<file path="src/rtl/cmcf_pkg.sv">
// Shared types and constants for the 3x3 mean-clamp convolution filter.
package cmcf_pkg;

   localparam int MAX_WIDTH  = 1024;
   localparam int MAX_HEIGHT = 1024;
   localparam int PIX_W      = 8;
   localparam int COEF_W     = 8;
   localparam int COL_W      = $clog2(MAX_WIDTH);
   localparam int ROW_W      = $clog2(MAX_HEIGHT);
   localparam int DIM_W      = 11;
   localparam int MASK_W     = 24;
   localparam int CSR_IDX_W  = 3;
   localparam int OUT_W      = 15;

   // product of an unsigned pixel and a signed coefficient
   localparam int PROD_W     = PIX_W + 1 + COEF_W;
   localparam int ACC_W      = PROD_W + 4;
   // nine products of 8-bit pixels and 8-bit coefficients fit in 20 signed bits
   localparam int SUM_W      = 20;

   // divide by nine: q = (s * DIV_MUL) >> DIV_SHIFT, exact for s < 2**(SUM_W-1)
   localparam int DIV_SHIFT  = 23;
   localparam int DIV_MUL_W  = 20;
   localparam logic [DIV_MUL_W-1:0] DIV_MUL = DIV_MUL_W'((2 ** DIV_SHIFT + 8) / 9);
   localparam int DIV_PROD_W = SUM_W - 1 + DIV_MUL_W;
   localparam int QUOT_W     = DIV_PROD_W - DIV_SHIFT;
   localparam logic [OUT_W-1:0] OUT_MAX = {OUT_W{1'b1}};

   typedef enum logic [CSR_IDX_W-1:0] {
      CSR_MASK_TOP = 3'd0,
      CSR_MASK_MID = 3'd1,
      CSR_MASK_BOT = 3'd2,
      CSR_WIDTH    = 3'd3,
      CSR_HEIGHT   = 3'd4
   } csr_index_type;

   typedef logic [2:0][MASK_W-1:0] mask_type;
   typedef logic [2:0][2:0][PIX_W-1:0] window_type;

   typedef struct packed {
      logic [COL_W-1:0] wm1;
      logic [ROW_W-1:0] hm1;
   } geom_type;

   typedef struct packed {
      logic [PIX_W-1:0] pix;
      logic [PIX_W-1:0] up1;
      logic [PIX_W-1:0] up2;
      logic             win_valid;
      logic             last;
   } column_type;

endpackage

</file>
<file path="src/rtl/cmcf_div_clamp.sv">
// Divide-by-nine with negative clamp and saturation at OUT_MAX, and the result register.
module cmcf_div_clamp
   import cmcf_pkg::*;
(
   input  logic                    clock,
   input  logic                    reset,
   input  logic                    in_valid,
   output logic                    in_ready,
   input  logic signed [SUM_W-1:0] in_sum,
   input  logic                    in_last,
   output logic                    rsp_valid,
   input  logic                    rsp_ready,
   output logic [OUT_W-1:0]        rsp_filtered_value,
   output logic                    rsp_last_of_image
);

   logic             rsp_valid_ff, rsp_valid_in;
   logic [OUT_W-1:0] value_ff, value_in;
   logic             last_ff;

   logic [SUM_W-2:0]      mag;
   logic [DIV_PROD_W-1:0] prod;
   logic [QUOT_W-1:0]     quot;
   logic                  take;

   assign in_ready = !rsp_valid_ff || rsp_ready;
   assign take     = in_valid && in_ready;

   assign mag  = in_sum[SUM_W-2:0];
   assign prod = DIV_PROD_W'(mag) * DIV_PROD_W'(DIV_MUL);
   assign quot = prod[DIV_PROD_W-1:DIV_SHIFT];

   always_comb begin
      if (in_sum[SUM_W-1] || (in_sum == '0)) begin
         value_in = '0;
      end else if (quot > QUOT_W'(OUT_MAX)) begin
         value_in = OUT_MAX;
      end else begin
         value_in = quot[OUT_W-1:0];
      end
   end

   always_comb begin
      rsp_valid_in = rsp_valid_ff;
      if (in_ready) begin
         rsp_valid_in = in_valid;
      end
   end

   always_ff @(posedge clock) begin
      if (reset) begin
         rsp_valid_ff <= 1'b0;
      end else begin
         rsp_valid_ff <= rsp_valid_in;
      end
   end

   always_ff @(posedge clock) begin
      if (take) begin
         value_ff <= value_in;
         last_ff  <= in_last;
      end
   end

   assign rsp_valid          = rsp_valid_ff;
   assign rsp_filtered_value = value_ff;
   assign rsp_last_of_image  = last_ff;

endmodule

</file>
<file path="config.mk">
export PLATFORM = sky130hd
export DESIGN_NAME = cmcf_div_clamp
export DESIGN_NICKNAME = d
export VERILOG_FILES = /design/src/rtl/cmcf_pkg.sv /design/src/rtl/cmcf_div_clamp.sv
export SDC_FILE = /design/constraint.sdc
export NUM_CORES = 1
export LEC_CHECK = 0
export BUFFER_PORTS_ARGS = -buffer_cell sky130_fd_sc_hd__buf_4
export CELL_PAD_IN_SITES_DETAIL_PLACEMENT = 2
export CELL_PAD_IN_SITES_GLOBAL_PLACEMENT = 2
export CORE_MARGIN = 2
export CORE_UTILIZATION = 41
export DETAILED_ROUTE_END_ITERATION = 10
export GPL_TIMING_DRIVEN = 0
export PLACE_DENSITY_LB_ADDON = 0.2
export SYNTH_ARGS = -nofsm -noshare
export SYNTH_HDL_FRONTEND = slang
export SYNTH_SLANG_ARGS = --single-unit
</file>
<file path="constraint.sdc">
create_clock -name clock -period 8.9 [get_ports clock]
set_input_delay 2.225 -clock clock [delete_from_list [all_inputs] [get_ports clock]]
set_output_delay 2.225 -clock clock [all_outputs]
set_load 0.01 [all_outputs]
</file>
==> results.yml <==
placed_design:
  gp_congestion: 0.866
  post_dp_cell_area_um2: 6280
  io_buffers: 42
  post-place-ws_ns: 0.530
  dp_hpwl_um: 15500
setup_path:
  crit_path_end_kind: "flop"
  worst_path_largest_cell_delay_ns: 0.60
  cp-start-kind: "input pin"
  cp.required_ns: 8.87
  critical-path-slowest-cell: "fa_1"
  path_class: "input pin to flop"
  r2r-end: "rsp_filtered_value[9]"
  ff2ff_setup_slack_ns: 7.45
  path_cells: "buf_4, fa_1, ha_1, inv_1, fa_1, inv_1, fa_1, fa_1, inv_1, fa_1, inv_1, ha_1, nand2_1, o211ai_1, a22oi_1, a311oi_2, nor3_2, a21oi_2, xor2_1, buf_6, a21oi_2"
  cp_common_cell: "fa_1"
  path_max_fanout: 10
  r2r_cells: 2
  rr_startpoint: "rsp_valid"
  arrival_ns: 8.10
routing:
  drc: 0
  wirelength_um: 16400
  first_pass_iters: 4
  final_antenna_net_count: 0
  via_count: 4190
  drt-initial-drc-count: 125
  post_drt_wl_per_cell_um: 20.5
  vias_per_cell: 5.24
clocking:
  ctsResizeCount: 0
  numClockSinks: 17
  cts_setup_buffers: 0
  clk_pin_slew_ns: 0.05
  cts_hold_buf: 0
  clk_latency_ns: 0.25
  root_buffer: "clkbuf_16"
  clock_path_buffers: 2
  cts_tree: "yes"
  numCtsBuffers: 3
  htreeDepth: 1
timing:
  fmax_ghz: 0.123
  setup_ws_ns: 0.765
  worst_clock_skew_ns: 0.00152
  timing.final.crit_share: 0.914
  slew_headroom: 0.491
  hold_viol: 0
  fin_crit_ns: 8.13
  finalSetupViolCount: 0
  worstMarginPinSlew_ns: 0.764
  finalSetupTns_ns: 0
  final-max-slew-violation-count: 0
  rsz0062_at_grt: "no"
logic_synthesis:
  synth_area_per_cell_um2: 9.99
  yosys_warnings: 0
  netlist_area_um2: 5740
  ys_types: 47
  syn_nets: 833
  ys.flop_type: "edfxtp_1"
  syn_inst: 574
  ys_seq_area_frac: 0.0873
  ys_ff_latch: 17
  synth_edf_count: 16
  synthArstFlopShare: 0
final_layout:
  nets: 880
  fillCellCount: 1485
  area_growth_pct: 10.8
  design_area_um2: 6360
  drive_above_1_share: 0.110
  antennaDiodeCount: 0
  sequential_cell_area_um2: 500
  multi_input_area_um2: 4620
global_route:
  grt_overflow: 0
  grt_max_degree: 17
  grt_pass1_wl_um: 26000
  grtUsageTotal: 0.230
  antenna_found_initial: 0
  grt_pass1_vias: 4932
min_path:
  hp-start: "rsp_valid"
  holdPathEnd: "rsp_valid"
  hp-class: "flop to flop"
  hold_depth: 2
floorplan:
  ios: 43
  num_rows: 43
  core_area_um2: 13800
  die_w_um: 122
  initial_core_util: 0.416
  die_area_um2: 15000
  fp.dieH_um: 122
outcome:
  outcome: "finished, final reports clean"
job:
  maxCapViolations: 0
==> layout make-up <==
cell class,instances,area share
Multi-Input combinational cell,395,0.727
Inverter,159,0.0939
Sequential cell,17,0.0787
Timing Repair Buffer,42,0.0496
Tap cell,180,0.0354
Clock buffer,3,0.0118
Buffer,3,0.00315
Clock inverter,1,0.000787
==> sequential cells by signal, indices dropped and copies added, names as in the netlist <==
register,cells
rsp_valid,1
rsp_filtered_value,15
rsp_last_of_image,1
==> cells in the final DEF, fill, tap and decap left out, drive strengths merged, types with 2 or more instances in the layout <==
cell type and instances:
a31oi 3, xnor2 13, xor2 9, inv 159, buf 44, nor3 6, a21oi 37, o211ai 3
edfxtp 16, nand3 5, ha 149, a221oi 4, or2 2, nor4 2, nor2b 3, and2 2
a211oi 2, o21ai 10, fa 85, o21a 2, nor2 12, clkbuf 4, nand2 18, a21o 6
nand4 6, and4 2
==> worst max path at each step <==
stage                                  end  startpoint
floorplan            rsp_filtered_value[0]  in_sum[13]
finish               rsp_filtered_value[9]   in_sum[7]
detailed placement   rsp_filtered_value[9]   in_sum[7]
CTS                  rsp_filtered_value[9]   in_sum[7]
global route         rsp_filtered_value[1]   in_sum[7]
global placement    rsp_filtered_value[10]   in_sum[7]
==> worst max-delay path: cells and delay by family <==
| kind | cells | cell delay (ns) |
|---|---|---|
| AO/OA/AOI/OAI | 5 | 1.07 |
| AND/OR/NAND/NOR | 2 | 0.24 |
| buffers and inverters | 6 | 0.67 |
| XOR/XNOR | 1 | 0.40 |
| adder cells (fa/ha/maj) | 7 | 3.49 |
==> stage by stage <==
step / hold WS [ns] / util / instances
CTS: 0.553 / 0.461 / 800
floorplan: 0.593 / - / 574
finish: 0.550 / 0.461 / 800
global placement: 0.493 / 0.456 / 796
detailed placement: 0.540 / 0.456 / 796
global route: 0.583 / 0.461 / 800
==> Yosys cell counts (3+ instances only) <==
cell type	number	area, um^2
nand4_1	6	37.5
a21oi_2	11	96.3
nor2_1	12	45.0
nand3_1	5	25.0
inv_1	159	597
edfxtp_1	16	480
nand2_1	18	67.6
nor2b_1	3	18.8
xnor2_1	13	114
o211ai_1	3	22.5
a21oi_1	26	130
nor3_1	5	25.0
ha_1	149	1860
a221oi_1	3	26.3
fa_1	85	1700
a21o_1	6	45.0
xor2_1	9	78.8
o21ai_0	8	40.0
a31oi_1	3	18.8
==> cells by family (layout without fill, tap and decap cells) <==
| logic type | Yosys count | after routing | synth area share |
|---|---|---|---|
| muxes | 1 | 1 | 0.00262 |
| buffers and inverters | 162 | 208 | 0.108 |
| and+or+nand+nor | 60 | 60 | 0.0517 |
| AOI/OAI and AO/OA | 78 | 78 | 0.0956 |
| adders and majority gates | 234 | 234 | 0.622 |
| DFF | 17 | 17 | 0.0873 |
| xor gates and xnor gates | 22 | 22 | 0.0336 |
==> routing by layer <==
layer	routed length (um)	global-route usage
met4	201	0.0309
met3	298	0.0186
met5	0	0
met1	6560	0.272
met2	9340	0.459
Power is not shown: default switching activity piles up to over one toggle a cycle in this logic, so the estimate is an artifact.
