==> config.mk <==
export PLATFORM = sky130hd
export DESIGN_NAME = cmcf_window_mac
export DESIGN_NICKNAME = d
export VERILOG_FILES = /design/src/rtl/cmcf_pkg.sv /design/src/rtl/cmcf_window_mac.sv
export SDC_FILE = /design/constraint.sdc
export NUM_CORES = 2
export LEC_CHECK = 0
export ABC_AREA = 1
export BUFFER_PORTS_ARGS = -buffer_cell sky130_fd_sc_hd__buf_2
export CAP_MARGIN = 20
export CORE_MARGIN = 2
export CORE_UTILIZATION = 24
export CTS_CLUSTER_DIAMETER = 150
export DETAILED_ROUTE_END_ITERATION = 16
export HOLD_SLACK_MARGIN = 0.12
export PLACE_DENSITY = 0.46
export SLEW_MARGIN = 0
export SYNTH_ARGS = -nofsm -noshare
export SYNTH_HDL_FRONTEND = slang
export SYNTH_SLANG_ARGS = --single-unit
==> constraint.sdc <==
create_clock -name clock -period 6.3 [get_ports clock]
set_clock_uncertainty 0.05 [all_clocks]
set_input_delay 0.63 -clock clock [delete_from_list [all_inputs] [get_ports clock]]
set_output_delay 0.63 -clock clock [all_outputs]
set_load 0.1 [all_outputs]
==> src/rtl/cmcf_pkg.sv <==
// Shared types and constants for the 3x3 mean-clamp convolution filter.
package cmcf_pkg;

   localparam int MAX_WIDTH  = 1024;
   localparam int MAX_HEIGHT = 1024;
   localparam int PIX_W      = 8;
   localparam int COEF_W     = 8;
   localparam int COL_W      = $clog2(MAX_WIDTH);
   localparam int ROW_W      = $clog2(MAX_HEIGHT);
   localparam int DIM_W      = 11;
   localparam int MASK_W     = 24;
   localparam int CSR_IDX_W  = 3;
   localparam int OUT_W      = 15;

   // product of an unsigned pixel and a signed coefficient
   localparam int PROD_W     = PIX_W + 1 + COEF_W;
   localparam int ACC_W      = PROD_W + 4;
   // nine products of 8-bit pixels and 8-bit coefficients fit in 20 signed bits
   localparam int SUM_W      = 20;

   // divide by nine: q = (s * DIV_MUL) >> DIV_SHIFT, exact for s < 2**(SUM_W-1)
   localparam int DIV_SHIFT  = 23;
   localparam int DIV_MUL_W  = 20;
   localparam logic [DIV_MUL_W-1:0] DIV_MUL = DIV_MUL_W'((2 ** DIV_SHIFT + 8) / 9);
   localparam int DIV_PROD_W = SUM_W - 1 + DIV_MUL_W;
   localparam int QUOT_W     = DIV_PROD_W - DIV_SHIFT;
   localparam logic [OUT_W-1:0] OUT_MAX = {OUT_W{1'b1}};

   typedef enum logic [CSR_IDX_W-1:0] {
      CSR_MASK_TOP = 3'd0,
      CSR_MASK_MID = 3'd1,
      CSR_MASK_BOT = 3'd2,
      CSR_WIDTH    = 3'd3,
      CSR_HEIGHT   = 3'd4
   } csr_index_type;

   typedef logic [2:0][MASK_W-1:0] mask_type;
   typedef logic [2:0][2:0][PIX_W-1:0] window_type;

   typedef struct packed {
      logic [COL_W-1:0] wm1;
      logic [ROW_W-1:0] hm1;
   } geom_type;

   typedef struct packed {
      logic [PIX_W-1:0] pix;
      logic [PIX_W-1:0] up1;
      logic [PIX_W-1:0] up2;
      logic             win_valid;
      logic             last;
   } column_type;

endpackage

==> src/rtl/cmcf_window_mac.sv <==
// 3x3 window register, nine coefficient products and their sum.
module cmcf_window_mac
   import cmcf_pkg::*;
(
   input  logic                    clock,
   input  logic                    reset,
   input  logic                    in_valid,
   output logic                    in_ready,
   input  column_type              in_col,
   input  mask_type                mask,
   output logic                    out_valid,
   input  logic                    out_ready,
   output logic signed [SUM_W-1:0] out_sum,
   output logic                    out_last
);

   window_type win_ff, win_in;
   logic       a_valid_ff, a_valid_in;
   logic       a_last_ff;

   logic signed [PROD_W-1:0] prod_ff [9];
   logic signed [PROD_W-1:0] prod_in [9];
   logic                     b_valid_ff, b_valid_in;
   logic                     b_last_ff;

   logic signed [SUM_W-1:0]  sum_ff;
   logic signed [SUM_W-1:0]  sum_in;
   logic                     c_valid_ff, c_valid_in;
   logic                     c_last_ff;

   logic a_load, b_load, c_load;
   logic in_take;

   assign c_load   = !c_valid_ff || out_ready;
   assign b_load   = !b_valid_ff || c_load;
   assign a_load   = !a_valid_ff || b_load;
   assign in_ready = a_load;
   assign in_take  = in_valid && a_load;

   always_comb begin
      win_in = win_ff;
      if (in_take) begin
         for (int i = 0; i < 3; i++) begin
            win_in[i][0] = win_ff[i][1];
            win_in[i][1] = win_ff[i][2];
         end
         win_in[0][2] = in_col.up2;
         win_in[1][2] = in_col.up1;
         win_in[2][2] = in_col.pix;
      end
   end

   always_comb begin
      logic signed [COEF_W-1:0] coef;
      logic signed [PIX_W:0]    px;
      for (int i = 0; i < 3; i++) begin
         for (int j = 0; j < 3; j++) begin
            coef           = mask[i][8*j +: COEF_W];
            px             = {1'b0, win_ff[i][j]};
            prod_in[3*i+j] = PROD_W'(px * coef);
         end
      end
   end

   always_comb begin
      logic signed [ACC_W-1:0] acc;
      acc = '0;
      for (int k = 0; k < 9; k++) begin
         acc = acc + ACC_W'(prod_ff[k]);
      end
      sum_in = acc[SUM_W-1:0];
   end

   always_comb begin
      a_valid_in = a_valid_ff;
      b_valid_in = b_valid_ff;
      c_valid_in = c_valid_ff;
      if (a_load) begin
         a_valid_in = in_valid && in_col.win_valid;
      end
      if (b_load) begin
         b_valid_in = a_valid_ff;
      end
      if (c_load) begin
         c_valid_in = b_valid_ff;
      end
   end

   always_ff @(posedge clock) begin
      if (reset) begin
         win_ff     <= '0;
         a_valid_ff <= 1'b0;
         b_valid_ff <= 1'b0;
         c_valid_ff <= 1'b0;
      end else begin
         win_ff     <= win_in;
         a_valid_ff <= a_valid_in;
         b_valid_ff <= b_valid_in;
         c_valid_ff <= c_valid_in;
      end
   end

   always_ff @(posedge clock) begin
      if (in_take) begin
         a_last_ff <= in_col.last;
      end
      if (b_load) begin
         prod_ff   <= prod_in;
         b_last_ff <= a_last_ff;
      end
      if (c_load) begin
         sum_ff    <= sum_in;
         c_last_ff <= b_last_ff;
      end
   end

   assign out_valid = c_valid_ff;
   assign out_sum   = sum_ff;
   assign out_last  = c_last_ff;

endmodule

==> results.yml <==
timing:
  hold_viol: 0
  fmax_ghz: 0.225
  finalCriticalPeriod_ns: 4.44
  setup_viol: 0
  period_share_pct: 70.5
  slew_viol_final: 0
  setup_tns_ns: 0
  grt_setup_unrepaired: "false"
  hold_slack_ns: 0.214
  max_slew_margin_pct: 44.6
  tightest_slew_ns: 0.831
route:
  wl_met2_um: 41700
  drt-vias-per-instance: 3.99
  drc_errors: 0
  routed_wl_um: 87900
  wl_met1_um: 41100
  top_layer: "met5"
  dr.pass1.iters: 5
  drt-initial-drc-count: 1241
  met3WireLength_um: 3420
  vias: 23500
  ant_nets: 0
  wire_per_inst_um: 14.9
hold_path:
  hold_class: "input port to flip-flop"
yosys:
  synth_edf_count: 176
  synth_seq_cells: 251
  synthCells: 3975
  synthArstFlopShare_pct: 0
  synth_flop_cell: "edfxtp_1"
  synthTopCellsByArea: "fa_1, edfxtp_1, ha_1, inv_1, nand2_1"
  netlist.area_leader.share_pct: 26.8
  yosys_warnings: 0
  synth_largest_area_cell: "fa_1"
  syn-num-nets: 4938
  synth.avg_cell_area_um2: 8.52
  synth.distinct_cells: 41
  seq_area_frac_synth_pct: 20.0
  syn_area_mm2: 0.0339
critical_path:
  slowest_delay_ns: 0.58
  worstSetupPathType: "flip-flop to flip-flop"
  arrival_ns: 4.75
  crit_top_cell: "fa_1"
  crit_path_cell_trace: "fa_1 -> fa_1 -> inv_1 -> fa_1 -> fa_1 -> inv_1 -> ha_1 -> inv_1 -> fa_1 -> nand3b_1 -> nand2_1 -> nand3_1 -> nand2_1 -> nand2_1 -> nand3_1 -> nand2_1"
  crit_path_top_delay_cell: "fa_1"
  start_kind: "flip-flop"
  end_kind: "flip-flop"
  path_max_fanout: 4
  cp_data_required_time_ns: 6.61
floorplanning:
  dieWidth_um: 380
  dieArea_mm2: 0.144
  start_util_pct: 24.2
  die-height_um: 380
  ios: 125
  core_mm2: 0.140
  row_count: 137
pwr:
  ir_drop_mv: 1.19
  powerDensity_mw_per_mm2: 433
  power.leakage_nw: 21.0
  power_mw: 16.0
grt:
  antenna_found_initial: 21
  grt_pass1_vias: 25000
  grt_pass1_wl_um: 143000
  grt_max_degree: 82
  grt.total_usage_pct: 12.5
  grt-ovfl-total: 0
clock_tree:
  cts_max_path_buffers: 3
  cts-buffers-inserted: 31
  clock-root-buffer: "clkbuf_16"
  post_cts_buffers: 0
  cts-resized-gates: 0
  path_clk_slew_ns: 0.08
  cts.sinks: 251
  cts_tree: "built"
  htreeDepth: 1
  clock_latency_ns: 0.61
final_layout:
  final_area_mm2: 0.0370
  nets: 4947
  drive_gt1_share_pct: 9.60
  syn2layout_area_growth_pct: 9.37
  layout_commonest_cell: "inv_1"
  final_util_pct: 26.5
  mostFrequentLayoutCells: "inv_1, nand2_1, fa_1"
job:
  max_cap_violations: 0
placement:
  port_buffers: 124
  dpl_cell_area_mm2: 0.0359
  place_congestion: 0.838
  hpwl_um: 73100
outcome:
  run_status: "completed"
-- final timing paths --
path / slack, ns / start / end / depth (start not counted)
max: 1.86 / prod_ff[102] / out_sum[18] / 16
min: 0.21 / in_col[19] / win_ff[65] / 3
max reg2reg: 1.86 / prod_ff[102] / out_sum[18] / 16
min reg2reg: 0.41 / win_ff[56] / win_ff[48] / 2
-- final cells by class --
type / instances / area (um^2)
multi-input combinational: 2446 / 21900
timing repair buffer: 133 / 693
tap: 1876 / 2350
antenna: 7 / 17.5
fill: 15200 / 103000
clock buffer: 37 / 818
clock inverter: 21 / 239
inverter: 1121 / 4230
sequential: 251 / 6790
-- sequential cells by signal, indices dropped and copies added (netlist names) --
name / count
b_valid_ff: 1
out_sum: 20
b_last_ff: 1
out_last: 1
out_valid: 1
a_last_ff: 1
win_ff: 72
prod_ff: 153
a_valid_ff: 1
-- worst max-delay path: cells and delay by family (launching register included) --
kind          cells  cell delay, ns
buf+inv           3            0.22
fa+ha+maj         6            2.77
flops             1            0.40
simple gates      7            0.77
-- where the power goes --
part           internal (mW)  leakage [nW]  switching (mW)
Clock                   1.10         0.506           0.806
Sequential              2.53          2.57           0.268
Combinational           3.86          17.9            7.48
Total                   7.49          21.0            8.56
-- through the flow --
| step | std cells | setup slack [ns] |
|---|---|---|
| 2_1_floorplan | 3975 | 1.61 |
| 3_3_place_gp | 5826 | 1.58 |
| 3_5_place_dp | 5826 | 1.56 |
| 4_1_cts | 5885 | 1.82 |
| 5_1_grt | 5886 | 1.53 |
| 6_report | 5892 | 1.86 |
-- layer usage --
metal / global-route usage (%) / up-vias
met5: 0 / -
met4: 2.08 / 6
met3: 1.69 / 94
met2: 21.4 / 370
met1: 16.9 / 11300
li1: - / 11700
-- what timing repair did --
action / in CTS / in global routing
hold endpoints to repair: 1 / 0
setup endpoints to repair: 0 / 0
hold buffers: 1 / 0
-- cell usage after synthesis, drive strengths merged, types with 22 or more instances --
cell type	number
fa	454
dfxtp	75
clkbuf	74
nand3	71
edfxtp	176
nand2	1016
nor2	102
ha	407
inv	1120
a21oi	159
buf	83
o21ai	43
xnor2	22
xor2	61
or2	44
-- cells by family (layout without fill, tap and decap cells) --
| family | Yosys count | after routing | share of synthesized area [%] |
|---|---|---|---|
| DFF | 251 | 251 | 20.0 |
| and+or+nand+nor | 1271 | 1271 | 16.1 |
| xor gates and xnor gates | 83 | 83 | 2.15 |
| other | 0 | 7 | 0 |
| AOI/OAI and AO/OA | 231 | 231 | 4.53 |
| adders and majority gates | 861 | 861 | 41.9 |
| buffers and inverters | 1278 | 1312 | 15.3 |
Power figures use the tool's default switching activity.
